`src/rtl/rrl_pkg.sv`:
```
`default_nettype none
// ----------------------------------------------------------------------------
// rrl_pkg
// Shared types, codes and reset values for the recorder remote link block.
// ----------------------------------------------------------------------------
package rrl_pkg;

  localparam int CfgIndexWidth = 3;
  localparam int CfgDataWidth  = 24;

  // register index codes
  typedef enum logic [CfgIndexWidth-1:0] {
    REG_ACK_BYTE        = 3'd0,
    REG_LED_HEADER_BYTE = 3'd1,
    REG_HANDSHAKE_REPLY = 3'd2,
    REG_TIMEOUT_RELOAD  = 3'd3,
    REG_RECORD_ON_THR   = 3'd4,
    REG_RECORD_OFF_THR  = 3'd5
  } rrl_reg_idx_t;

  // link phases
  typedef enum logic [2:0] {
    PH_CONNECT   = 3'd0,
    PH_HANDSHAKE = 3'd1,
    PH_WATCH     = 3'd2,
    PH_IDLE      = 3'd3,
    PH_PUSH      = 3'd4,
    PH_CONFIRM   = 3'd5
  } rrl_phase_t;

  // message codes
  typedef enum logic [2:0] {
    SEND_NONE   = 3'd0,
    SEND_WAKE   = 3'd1,
    SEND_HELLO  = 3'd2,
    SEND_RECORD = 3'd3,
    SEND_STOP   = 3'd4
  } rrl_send_t;

  localparam logic [7:0]         AckByteReset       = 8'h82;
  localparam logic [7:0]         LedHeaderReset     = 8'h84;
  localparam logic [23:0]        HandshakeReset     = 24'h000000;
  localparam logic [7:0]         TimeoutReset       = 8'd10;
  localparam logic signed [15:0] RecordOnThrReset   = -16'sd28672;
  localparam logic signed [15:0] RecordOffThrReset  = -16'sd20480;

  typedef struct packed {
    logic [7:0]         ack_byte;
    logic [7:0]         led_header_byte;
    logic [23:0]        handshake_reply_word;
    logic [7:0]         timeout_reload;
    logic signed [15:0] record_on_threshold;
    logic signed [15:0] record_off_threshold;
  } rrl_cfg_t;

  typedef struct packed {
    logic [1:0]         rx_available;
    logic [7:0]         rx_byte0;
    logic [7:0]         rx_byte1;
    logic [7:0]         rx_byte2;
    logic               control_valid;
    logic signed [15:0] control_value;
  } rrl_in_t;

  typedef struct packed {
    logic [2:0] send_code;
    logic [1:0] consume_count;
    logic       flush_rx;
    logic [2:0] link_state;
    logic       recording_seen;
    logic       recording_wanted;
  } rrl_out_t;

endpackage
`default_nettype wire

```
`src/rtl/recorder_remote_link_fsm.sv`:
```
`default_nettype none
// ----------------------------------------------------------------------------
// recorder_remote_link_fsm
// Tick-stepped link controller for a remote recorder.
// ----------------------------------------------------------------------------
// Each input transfer is one scheduler tick and yields exactly one result
// transfer. The block takes one tick per clock while the output is not
// stalled: an input register feeds a combinational state update (phase,
// reply countdown, LED and wish flags) whose result lands in an output
// register, and a stalled output holds both registers without losing a tick.
// Configuration writes take effect on the next clock.
// ----------------------------------------------------------------------------
module recorder_remote_link_fsm
  import rrl_pkg::*;
(
  input  wire logic                     clk,
  input  wire logic                     rst,
  input  wire logic                     in_valid,
  output      logic                     in_ready,
  input  wire rrl_in_t                  in_data,
  output      logic                     out_valid,
  input  wire logic                     out_ready,
  output rrl_out_t                      out_data,
  input  wire logic                     cfg_we,
  input  wire logic [CfgIndexWidth-1:0] cfg_index,
  input  wire logic [CfgDataWidth-1:0]  cfg_wdata
);

  rrl_cfg_t cfg;
  rrl_in_t  s1_data;
  logic     s1_valid;
  logic     advance;
  rrl_out_t result;

  assign advance  = s1_valid && (!out_valid || out_ready);
  assign in_ready = !s1_valid || advance;

  rrl_cfg_regs u_cfg (
    .clk       (clk),
    .rst       (rst),
    .cfg_we    (cfg_we),
    .cfg_index (cfg_index),
    .cfg_wdata (cfg_wdata),
    .cfg       (cfg)
  );

  rrl_core u_core (
    .clk     (clk),
    .rst     (rst),
    .step_en (advance),
    .item    (s1_data),
    .cfg     (cfg),
    .result  (result)
  );

  // input register
  always_ff @(posedge clk) begin
    if (rst) begin
      s1_valid <= 1'b0;
    end else if (in_ready) begin
      s1_valid <= in_valid;
    end
  end

  always_ff @(posedge clk) begin
    if (in_valid && in_ready) begin
      s1_data <= in_data;
    end
  end

  // result register, held until its transfer
  always_ff @(posedge clk) begin
    if (rst) begin
      out_valid <= 1'b0;
    end else if (advance) begin
      out_valid <= 1'b1;
    end else if (out_ready) begin
      out_valid <= 1'b0;
    end
  end

  always_ff @(posedge clk) begin
    if (advance) begin
      out_data <= result;
    end
  end

endmodule
`default_nettype wire

```
`src/rtl/rrl_cfg_regs.sv`:
```
`default_nettype none
// ----------------------------------------------------------------------------
// rrl_cfg_regs
// Configuration register file, written through a plain indexed write port.
// ----------------------------------------------------------------------------
module rrl_cfg_regs
  import rrl_pkg::*;
(
  input  wire logic                     clk,
  input  wire logic                     rst,
  input  wire logic                     cfg_we,
  input  wire logic [CfgIndexWidth-1:0] cfg_index,
  input  wire logic [CfgDataWidth-1:0]  cfg_wdata,
  output rrl_cfg_t                      cfg
);

  always_ff @(posedge clk) begin
    if (rst) begin
      cfg.ack_byte             <= AckByteReset;
      cfg.led_header_byte      <= LedHeaderReset;
      cfg.handshake_reply_word <= HandshakeReset;
      cfg.timeout_reload       <= TimeoutReset;
      cfg.record_on_threshold  <= RecordOnThrReset;
      cfg.record_off_threshold <= RecordOffThrReset;
    end else if (cfg_we) begin
      unique case (cfg_index)
        REG_ACK_BYTE:        cfg.ack_byte             <= cfg_wdata[7:0];
        REG_LED_HEADER_BYTE: cfg.led_header_byte      <= cfg_wdata[7:0];
        REG_HANDSHAKE_REPLY: cfg.handshake_reply_word <= cfg_wdata[23:0];
        REG_TIMEOUT_RELOAD:  cfg.timeout_reload       <= cfg_wdata[7:0];
        REG_RECORD_ON_THR:   cfg.record_on_threshold  <= $signed(cfg_wdata[15:0]);
        REG_RECORD_OFF_THR:  cfg.record_off_threshold <= $signed(cfg_wdata[15:0]);
        default: ;
      endcase
    end
  end

endmodule
`default_nettype wire

```
`src/rtl/rrl_core.sv`:
```
`default_nettype none
// ----------------------------------------------------------------------------
// rrl_core
// Link state machine: phase, reply countdown, LED and wish flags, plus the
// per-tick result computed from the registered input item.
// ----------------------------------------------------------------------------
module rrl_core
  import rrl_pkg::*;
(
  input  wire logic     clk,
  input  wire logic     rst,
  input  wire logic     step_en,
  input  wire rrl_in_t  item,
  input  wire rrl_cfg_t cfg,
  output rrl_out_t      result
);

  rrl_phase_t phase, phase_next, phase_eff;
  logic [7:0] countdown, countdown_next, countdown_dec;
  logic       led_rec, led_rec_next;
  logic       want, want_next;
  logic       hs_match;
  logic [2:0] send;
  logic [1:0] consume;
  logic       flush;

  // control sample with hysteresis, the on test wins on overlap
  always_comb begin
    want_next = want;
    if (item.control_valid) begin
      if (item.control_value <= cfg.record_on_threshold) begin
        want_next = 1'b1;
      end else if (item.control_value >= cfg.record_off_threshold) begin
        want_next = 1'b0;
      end
    end
  end

  assign phase_eff     = (want_next != want) ? PH_PUSH : phase;
  assign countdown_dec = (countdown != 8'd0) ? countdown - 8'd1 : 8'd0;
  assign hs_match      = (item.rx_available == 2'd3) &&
                         ({item.rx_byte0, item.rx_byte1, item.rx_byte2} ==
                          cfg.handshake_reply_word);

  // next state
  always_comb begin
    phase_next     = PH_CONNECT;
    countdown_next = countdown_dec;
    led_rec_next   = led_rec;
    unique case (phase_eff)
      PH_CONNECT: begin
        if (item.rx_available != 2'd0 && item.rx_byte0 == cfg.ack_byte) begin
          countdown_next = cfg.timeout_reload;
          phase_next     = PH_HANDSHAKE;
        end else begin
          phase_next = PH_CONNECT;
        end
      end
      PH_HANDSHAKE: begin
        if (hs_match) begin
          phase_next = PH_PUSH;
        end else if (countdown_dec == 8'd0) begin
          phase_next = PH_CONNECT;
        end else begin
          phase_next = PH_HANDSHAKE;
        end
      end
      PH_WATCH: begin
        if (item.rx_available == 2'd3) begin
          if (item.rx_byte0 != cfg.led_header_byte) begin
            phase_next = PH_CONNECT;
          end else begin
            led_rec_next   = item.rx_byte1[0];
            countdown_next = cfg.timeout_reload;
            phase_next     = PH_WATCH;
          end
        end else if (countdown_dec == 8'd0) begin
          if (item.rx_available != 2'd0) begin
            phase_next = PH_CONNECT;
          end else if (led_rec != want_next) begin
            phase_next = PH_PUSH;
          end else begin
            phase_next = PH_IDLE;
          end
        end else begin
          phase_next = PH_WATCH;
        end
      end
      PH_IDLE: begin
        phase_next = (item.rx_available != 2'd0) ? PH_WATCH : PH_IDLE;
      end
      PH_PUSH: begin
        countdown_next = cfg.timeout_reload;
        phase_next     = PH_CONFIRM;
      end
      PH_CONFIRM: begin
        if (item.rx_available != 2'd0) begin
          phase_next = PH_WATCH;
        end else if (countdown_dec == 8'd0) begin
          phase_next = PH_CONNECT;
        end else begin
          phase_next = PH_CONFIRM;
        end
      end
      default: phase_next = PH_CONNECT;
    endcase
  end

  // per-tick actions
  always_comb begin
    send    = SEND_NONE;
    consume = 2'd0;
    flush   = 1'b0;
    unique case (phase_eff)
      PH_CONNECT: begin
        if (item.rx_available != 2'd0 && item.rx_byte0 == cfg.ack_byte) begin
          consume = 2'd1;
          send    = SEND_HELLO;
        end else begin
          flush = 1'b1;
          send  = SEND_WAKE;
        end
      end
      PH_HANDSHAKE: begin
        if (hs_match) begin
          consume = 2'd3;
        end
      end
      PH_WATCH: begin
        if (item.rx_available == 2'd3) begin
          consume = 2'd3;
        end
      end
      PH_PUSH: begin
        send = want_next ? SEND_RECORD : SEND_STOP;
      end
      default: ;
    endcase
  end

  always_ff @(posedge clk) begin
    if (rst) begin
      phase     <= PH_CONNECT;
      countdown <= 8'd0;
      led_rec   <= 1'b0;
      want      <= 1'b0;
    end else if (step_en) begin
      phase     <= phase_next;
      countdown <= countdown_next;
      led_rec   <= led_rec_next;
      want      <= want_next;
    end
  end

  assign result.send_code        = send;
  assign result.consume_count    = consume;
  assign result.flush_rx         = flush;
  assign result.link_state       = phase_next;
  assign result.recording_seen   = led_rec_next;
  assign result.recording_wanted = want_next;

endmodule
`default_nettype wire
```
`config.mk`:
```
export PLATFORM = sky130hd
export DESIGN_NAME = recorder_remote_link_fsm
export DESIGN_NICKNAME = d
export VERILOG_FILES = /design/src/rtl/rrl_pkg.sv /design/src/rtl/recorder_remote_link_fsm.sv /design/src/rtl/rrl_cfg_regs.sv /design/src/rtl/rrl_core.sv
export SDC_FILE = /design/constraint.sdc
export NUM_CORES = 1
export LEC_CHECK = 0
export ABC_AREA = 1
export BUFFER_PORTS_ARGS = -buffer_cell sky130_fd_sc_hd__buf_2
export CAP_MARGIN = 25
export CORE_MARGIN = 3
export CORE_UTILIZATION = 30
export CTS_CLUSTER_DIAMETER = 30
export CTS_CLUSTER_SIZE = 12
export DETAILED_ROUTE_END_ITERATION = 10
export PLACE_DENSITY = 0.44
export SLEW_MARGIN = 10
export SYNTH_ARGS = -nofsm -noshare
export SYNTH_HDL_FRONTEND = slang
export SYNTH_SLANG_ARGS = --single-unit
```
`constraint.sdc`:
```
create_clock -name clk -period 3.71 [get_ports clk]
set_input_delay 0.742 -clock clk [delete_from_list [all_inputs] [get_ports clk]]
set_output_delay 0.742 -clock clk [all_outputs]
set_load 0.005 [all_outputs]
```
---- After elaboration in Yosys (flattened, before gate mapping) ----
Index checks and enable logic that the tools add are counted.
word-level totals
  bits in registers ....................... 149
  output and inout bits ................... 13
  logic and storage cells ................. 97
operators by class
  add/subtract/negate cells ............... 1
  $lt $le $gt $ge ......................... 2
  eq/ne operators ......................... 16
  muxes and demuxes ....................... 34
  reductions and logical operators ........ 20
operators by type and width
  cell                                                                    number
  8-bit two-way mux                                                       4
  3-bit two-way mux                                                       9
  24-bit equality test                                                    1
  8-bit one-hot mux with 3 select lines                                   1
  3-bit one-hot mux with 6 select lines                                   1
  16-bit >= comparator                                                    1
  16-bit less-or-equal comparator                                         1
  1-bit two-way mux                                                       13
  3-bit by 2-bit equality test with 1-bit output (second input constant)  4
  3-bit equality test (second input constant)                             4
  2-bit AND reduction                                                     6
  8-bit equality test                                                     1
  8-bit logical NOT                                                       1
  2-bit two-way mux                                                       4
  8-bit != test                                                           1
  8-bit nonzero test                                                      1
  8-bit by 1-bit subtractor with 8-bit output (second input constant)     1
  3-bit by 1-bit equality test with 1-bit output (second input constant)  2
  3-bit logical NOT                                                       2
  2-bit one-hot mux with 3 select lines                                   1
  3-bit one-hot mux with 2 select lines                                   1
  1-bit logical AND                                                       4
  2-bit nonzero test                                                      2
  2-bit equality test (second input constant)                             1
  other kinds (3)                                                         6

---- Logic depth before layout (Yosys ltp) ----
  word-level depth ........................ 10
  gate-level depth with buffers ........... 24
  gate-level depth less buffers ........... 24

---- Modules after synthesis ----
From an unflattened synthesis, not the netlist that was laid out.
second synthesis, totals
  cell total of the unflattened synthesis .. 1051
  area total of the unflattened synthesis .. 7940.1 um^2
modules (own cells, without submodules)
  module                    times used  cells each  area each (um^2)  sequential area each (um^2)
  rrl_cfg_regs              1           466         3260.6            1601.5
  rrl_core                  1           519         2966.6            260.2
  recorder_remote_link_fsm  1           66          1712.9            1661.6

---- Worst setup path after synthesis ----
Ideal clock, no wire load.
  path kind ............................... reg2reg
  from .................................... register s1_data[13] (netlist name)
  to ...................................... register out_data[4] (netlist name) (data pin)
  library setup time ...................... 0.256 ns
  data arrival time ....................... 2.000 ns
  required time ........................... 3.454 ns
  path slack .............................. 1.454 ns
  cell stages (with the launch flop) ...... 19
  path buffers ............................ 1
  period minus slack after synthesis ...... 2.256 ns
  path through ............................ edfxtp_1 ha_1 nand2_1 inv_1 nor2_1 o21bai_1 nor2_2 nand2_1 nand2_2 inv_2 nor2_4 nand4_4 nand3_4 nor2_4 buf_6 nand4_1 nand2_1 nor2_1 inv_1
RTL lines
  element                   line                            RTL
  start: declaration        recorder_remote_link_fsm.sv:30  rrl_in_t s1_data;
  start signal: assignment  recorder_remote_link_fsm.sv:67  s1_data <= in_data;
  end signal: assignment    recorder_remote_link_fsm.sv:84  out_data <= result;
  end: declaration          recorder_remote_link_fsm.sv:23  output rrl_out_t out_data,

==> metrics.md <==
| Metric | Value |
|---|---|
| Status | `completed` |
| CP max stage delay | `0.41 ns` |
| Vias in the first global route | `5610` |
| FF+latch count, synth | `149` |
| Highest routed layer | `met5` |
| Port Buf Inserts | `87` |
| Top FF cell, synth | `dfxtp_1` |
| Area delta synth->final | `19.45%` |
| Leading post-synthesis cells by cell area | `dfxtp_1 (26%), edfxtp_1 (23%), nand2_1 (6.5%), nor2_1 (6.4%), o21ai_0 (6.4%)` |
| Fin. Hold Viols | `0` |
| Core area | `23050 um2` |
| Slowest cell on crit path | `edfxtp_1` |
| Switching share of power | `0.2755` |
| P_int | `2.980 mW` |
| Unrepaired setup endpoints after global routing | `no` |
| CP Capture Type | `flop` |
| P_sw | `1.133 mW` |
| CP Cell Sequence | `ha_1 -> nand2_1 -> inv_1 -> nand3_1 -> nor2_1 -> nand2_1 -> nand3_2 -> nand3_2 -> nand3_2 -> nand3_4 -> nor2_4 -> nand2_1 -> nor2_1 -> a21oi_1 -> o21ai_1 -> inv_1` |
| Drt wl/cell | `15.37 um` |
| Clk Latency, worst-skew pair | `0.44 ns` |
| Synthesized instance count | `861` |
| Worst Setup Path Type | `flop to flop` |
| Met3 wire len | `631 um` |
| Tcrit/Tclk final | `0.7160` |
| Drt pass-1 iters | `5` |
| Die W | `160.7 um` |
| Max Cap Violations | `0` |
| Met2 wire length | `9.336 mm` |
| Crit-path leading delay family | `simple AND/OR/NAND/NOR gates` |
| Drt drc | `0` |
| Post-synth cell types | `43` |
| CTS tree | `done` |
| Total GRT Usage | `0.1561` |
| CP Data Required Time | `4.03 ns` |
| # clock sinks | `149` |
| Max Clock Freq | `376.5 MHz` |
| Register area share after synthesis | `0.4907` |
| Minimum clock period | `2.656 ns` |
| Leakage | `3.722 nW` |
| # nets final | `1059` |
| First-pass GRT wire length | `31.34 mm` |
| Top-level I/O count | `88` |
| Flop pwr share | `0.445` |
| PD cells | `479.6 nW/um2` |
| RD Place Congestion | `0.8166` |
| Number of synthesized flops with an enable pin | `54` |
| Final setup fails | `0` |
| Initial DRC Count | `239` |
| Comb pwr share | `0.126` |
| HPWL Detailed | `14.63 mm` |
| Post-CTS Setup Inserts | `0` |
| H-tree depth reported by CTS | `4` |
| Post-synth top area cell | `dfxtp_1` |
| Die height | `160.7 um` |
| Die area | `25830 um2` |
| Hold buffers post-CTS | `0` |
| Largest net degree at the start of global routing | `40` |
| Hold Path Class | `flop to flop` |
| Synth top area share | `0.2649` |
| Placed instance area | `7985 um2` |
| TNS Setup | `0 ns` |
| Total CTS buffers | `17` |
| Max IR drop VDD | `0.0002749 V` |
| Initial antenna violation count | `2` |
| Startpoint types | `flop` |
| Resized cells post-CTS | `0` |
| Post-synth top cells | `nand2_1 (124), nor2_1 (123), inv_1 (114), dfxtp_1 (95), o21ai_0 (92)` |
| Final Instance Area | `8577 um2` |
| Hold Slack | `0.4571 ns` |
| Via density per instance | `4.509` |
| Clk root buf | `clkbuf_16` |
| CTS Buffer Depth | `2` |
| Crit Path Max Fanout | `13` |
| Critical path arrival | `2.98 ns` |
| Clock Skew | `0.02146 ns` |
| Worst Path Buf+Inv | `2` |
| Initial core utilization | `0.3115` |
| M1 wire length | `9.448 mm` |
| Share of layout cells above drive strength 1 | `0.1693` |
| Post-synthesis instance area | `7181 um2` |
| Rel. slew slack | `0.4295` |
| Syn avg cell area | `8.340 um2` |
| Wirelength, routed | `19.61 mm` |
| DR vias | `5754` |
| Worst-path clk slew | `0.07 ns` |
| Max-slew violations | `0` |
| ANT nets after route | `0` |
| Row count | `55` |
| Ys Warns | `0` |
| Syn nets | `970` |
| Most common cell in the netlist | `nand2_1` |
| Inserted Diodes | `0` |
| Async S/R FF share, synth | `0` |
| Remaining Overflow, GRT | `0` |
| Tightest Pin Transition | `0.8549 ns` |
| Power share of the clock group | `0.429` |
[through the flow]
step	total power, mW	setup slack, ns	instances	utilization
floorplan	2.202	1.454	861	-
global route	4.320	0.7923	1276	0.3720
global placement	2.392	1.063	1243	0.3455
finish	4.114	1.054	1276	0.3720
CTS	4.177	1.051	1276	0.3720
detailed placement	2.393	1.094	1244	0.3464
[routing by layer]
layer	GRT usage	vias to the layer above
li1	-	3041
met1	0.2078	2588
met2	0.2597	104
met3	0.03302	17
met4	0.03872	4
met5	0	-
[placed cells by master, fill, tap and decap left out, drive strengths merged, types with 16 or more instances in the layout]
| cell type | synthesis | final |
|---|---|---|
| o21ai | 99 | 99 |
| inv | 118 | 127 |
| o211ai | 16 | 16 |
| ha | 34 | 34 |
| nand3 | 36 | 36 |
| dfxtp | 95 | 95 |
| buf | 3 | 94 |
| nor2 | 130 | 130 |
| a21oi | 61 | 61 |
| nand2 | 131 | 131 |
| clkbuf | 21 | 18 |
| edfxtp | 54 | 54 |
[path summary, 6_finish.rpt]
| check | slack [ns] | startpoint | depth (start not counted) | endpoint |
|---|---|---|---|---|
| worst min register to register | 0.46 | u_cfg.cfg[21] | 2 | u_cfg.cfg[21] |
| worst max register to register | 1.05 | s1_data[15] | 16 | u_core.led_rec |
| worst max-delay path | 1.05 | s1_data[15] | 16 | u_core.led_rec |
| worst min-delay path | 0.46 | u_cfg.cfg[21] | 2 | u_cfg.cfg[21] |
[flip-flops by register name (all words and copies together), names as in the netlist]
register / cells
u_core.phase: 3
u_core.want: 1
u_core.led_rec: 1
out_data: 11
u_cfg.cfg: 80
s1_data: 43
s1_valid: 1
out_valid: 1
u_core.countdown: 8
[layout make-up]
class / count / area [um2]
clock buffer: 18 / 429.2
clock inverter: 14 / 162.7
inverter: 120 / 450.4
fill: 2420 / 14480
multi-input combinational: 568 / 3107
sequential: 149 / 3523
tap: 313 / 391.6
timing repair buffer: 94 / 513.0
[logic make-up after synthesis]
logic type                 after synthesis  share of synthesized area
and+or+nand+nor                        323                     0.2020
AOI/OAI and AO/OA                      193                     0.1495
DFF                                    149                     0.4907
buffers and inverters                  144                    0.07667
adders and majority gates               34                    0.05924
xor gates and xnor gates                18                    0.02195
[worst min-delay path, cell delays in order (launching register included)]
cell,delay [ns]
dfxtp_1,0.30
inv_1,0.06
a21oi_1,0.06
[power by group through the flow]
stage	clock network (mW)	logic, mW	registers, mW
floorplan	0	0.349	1.85
global placement	0	0.522	1.87
detailed placement	0	0.525	1.87
CTS	1.82	0.529	1.83
global route	1.88	0.599	1.84
finish	1.76	0.519	1.83
(Power assumes the default switching activity.)
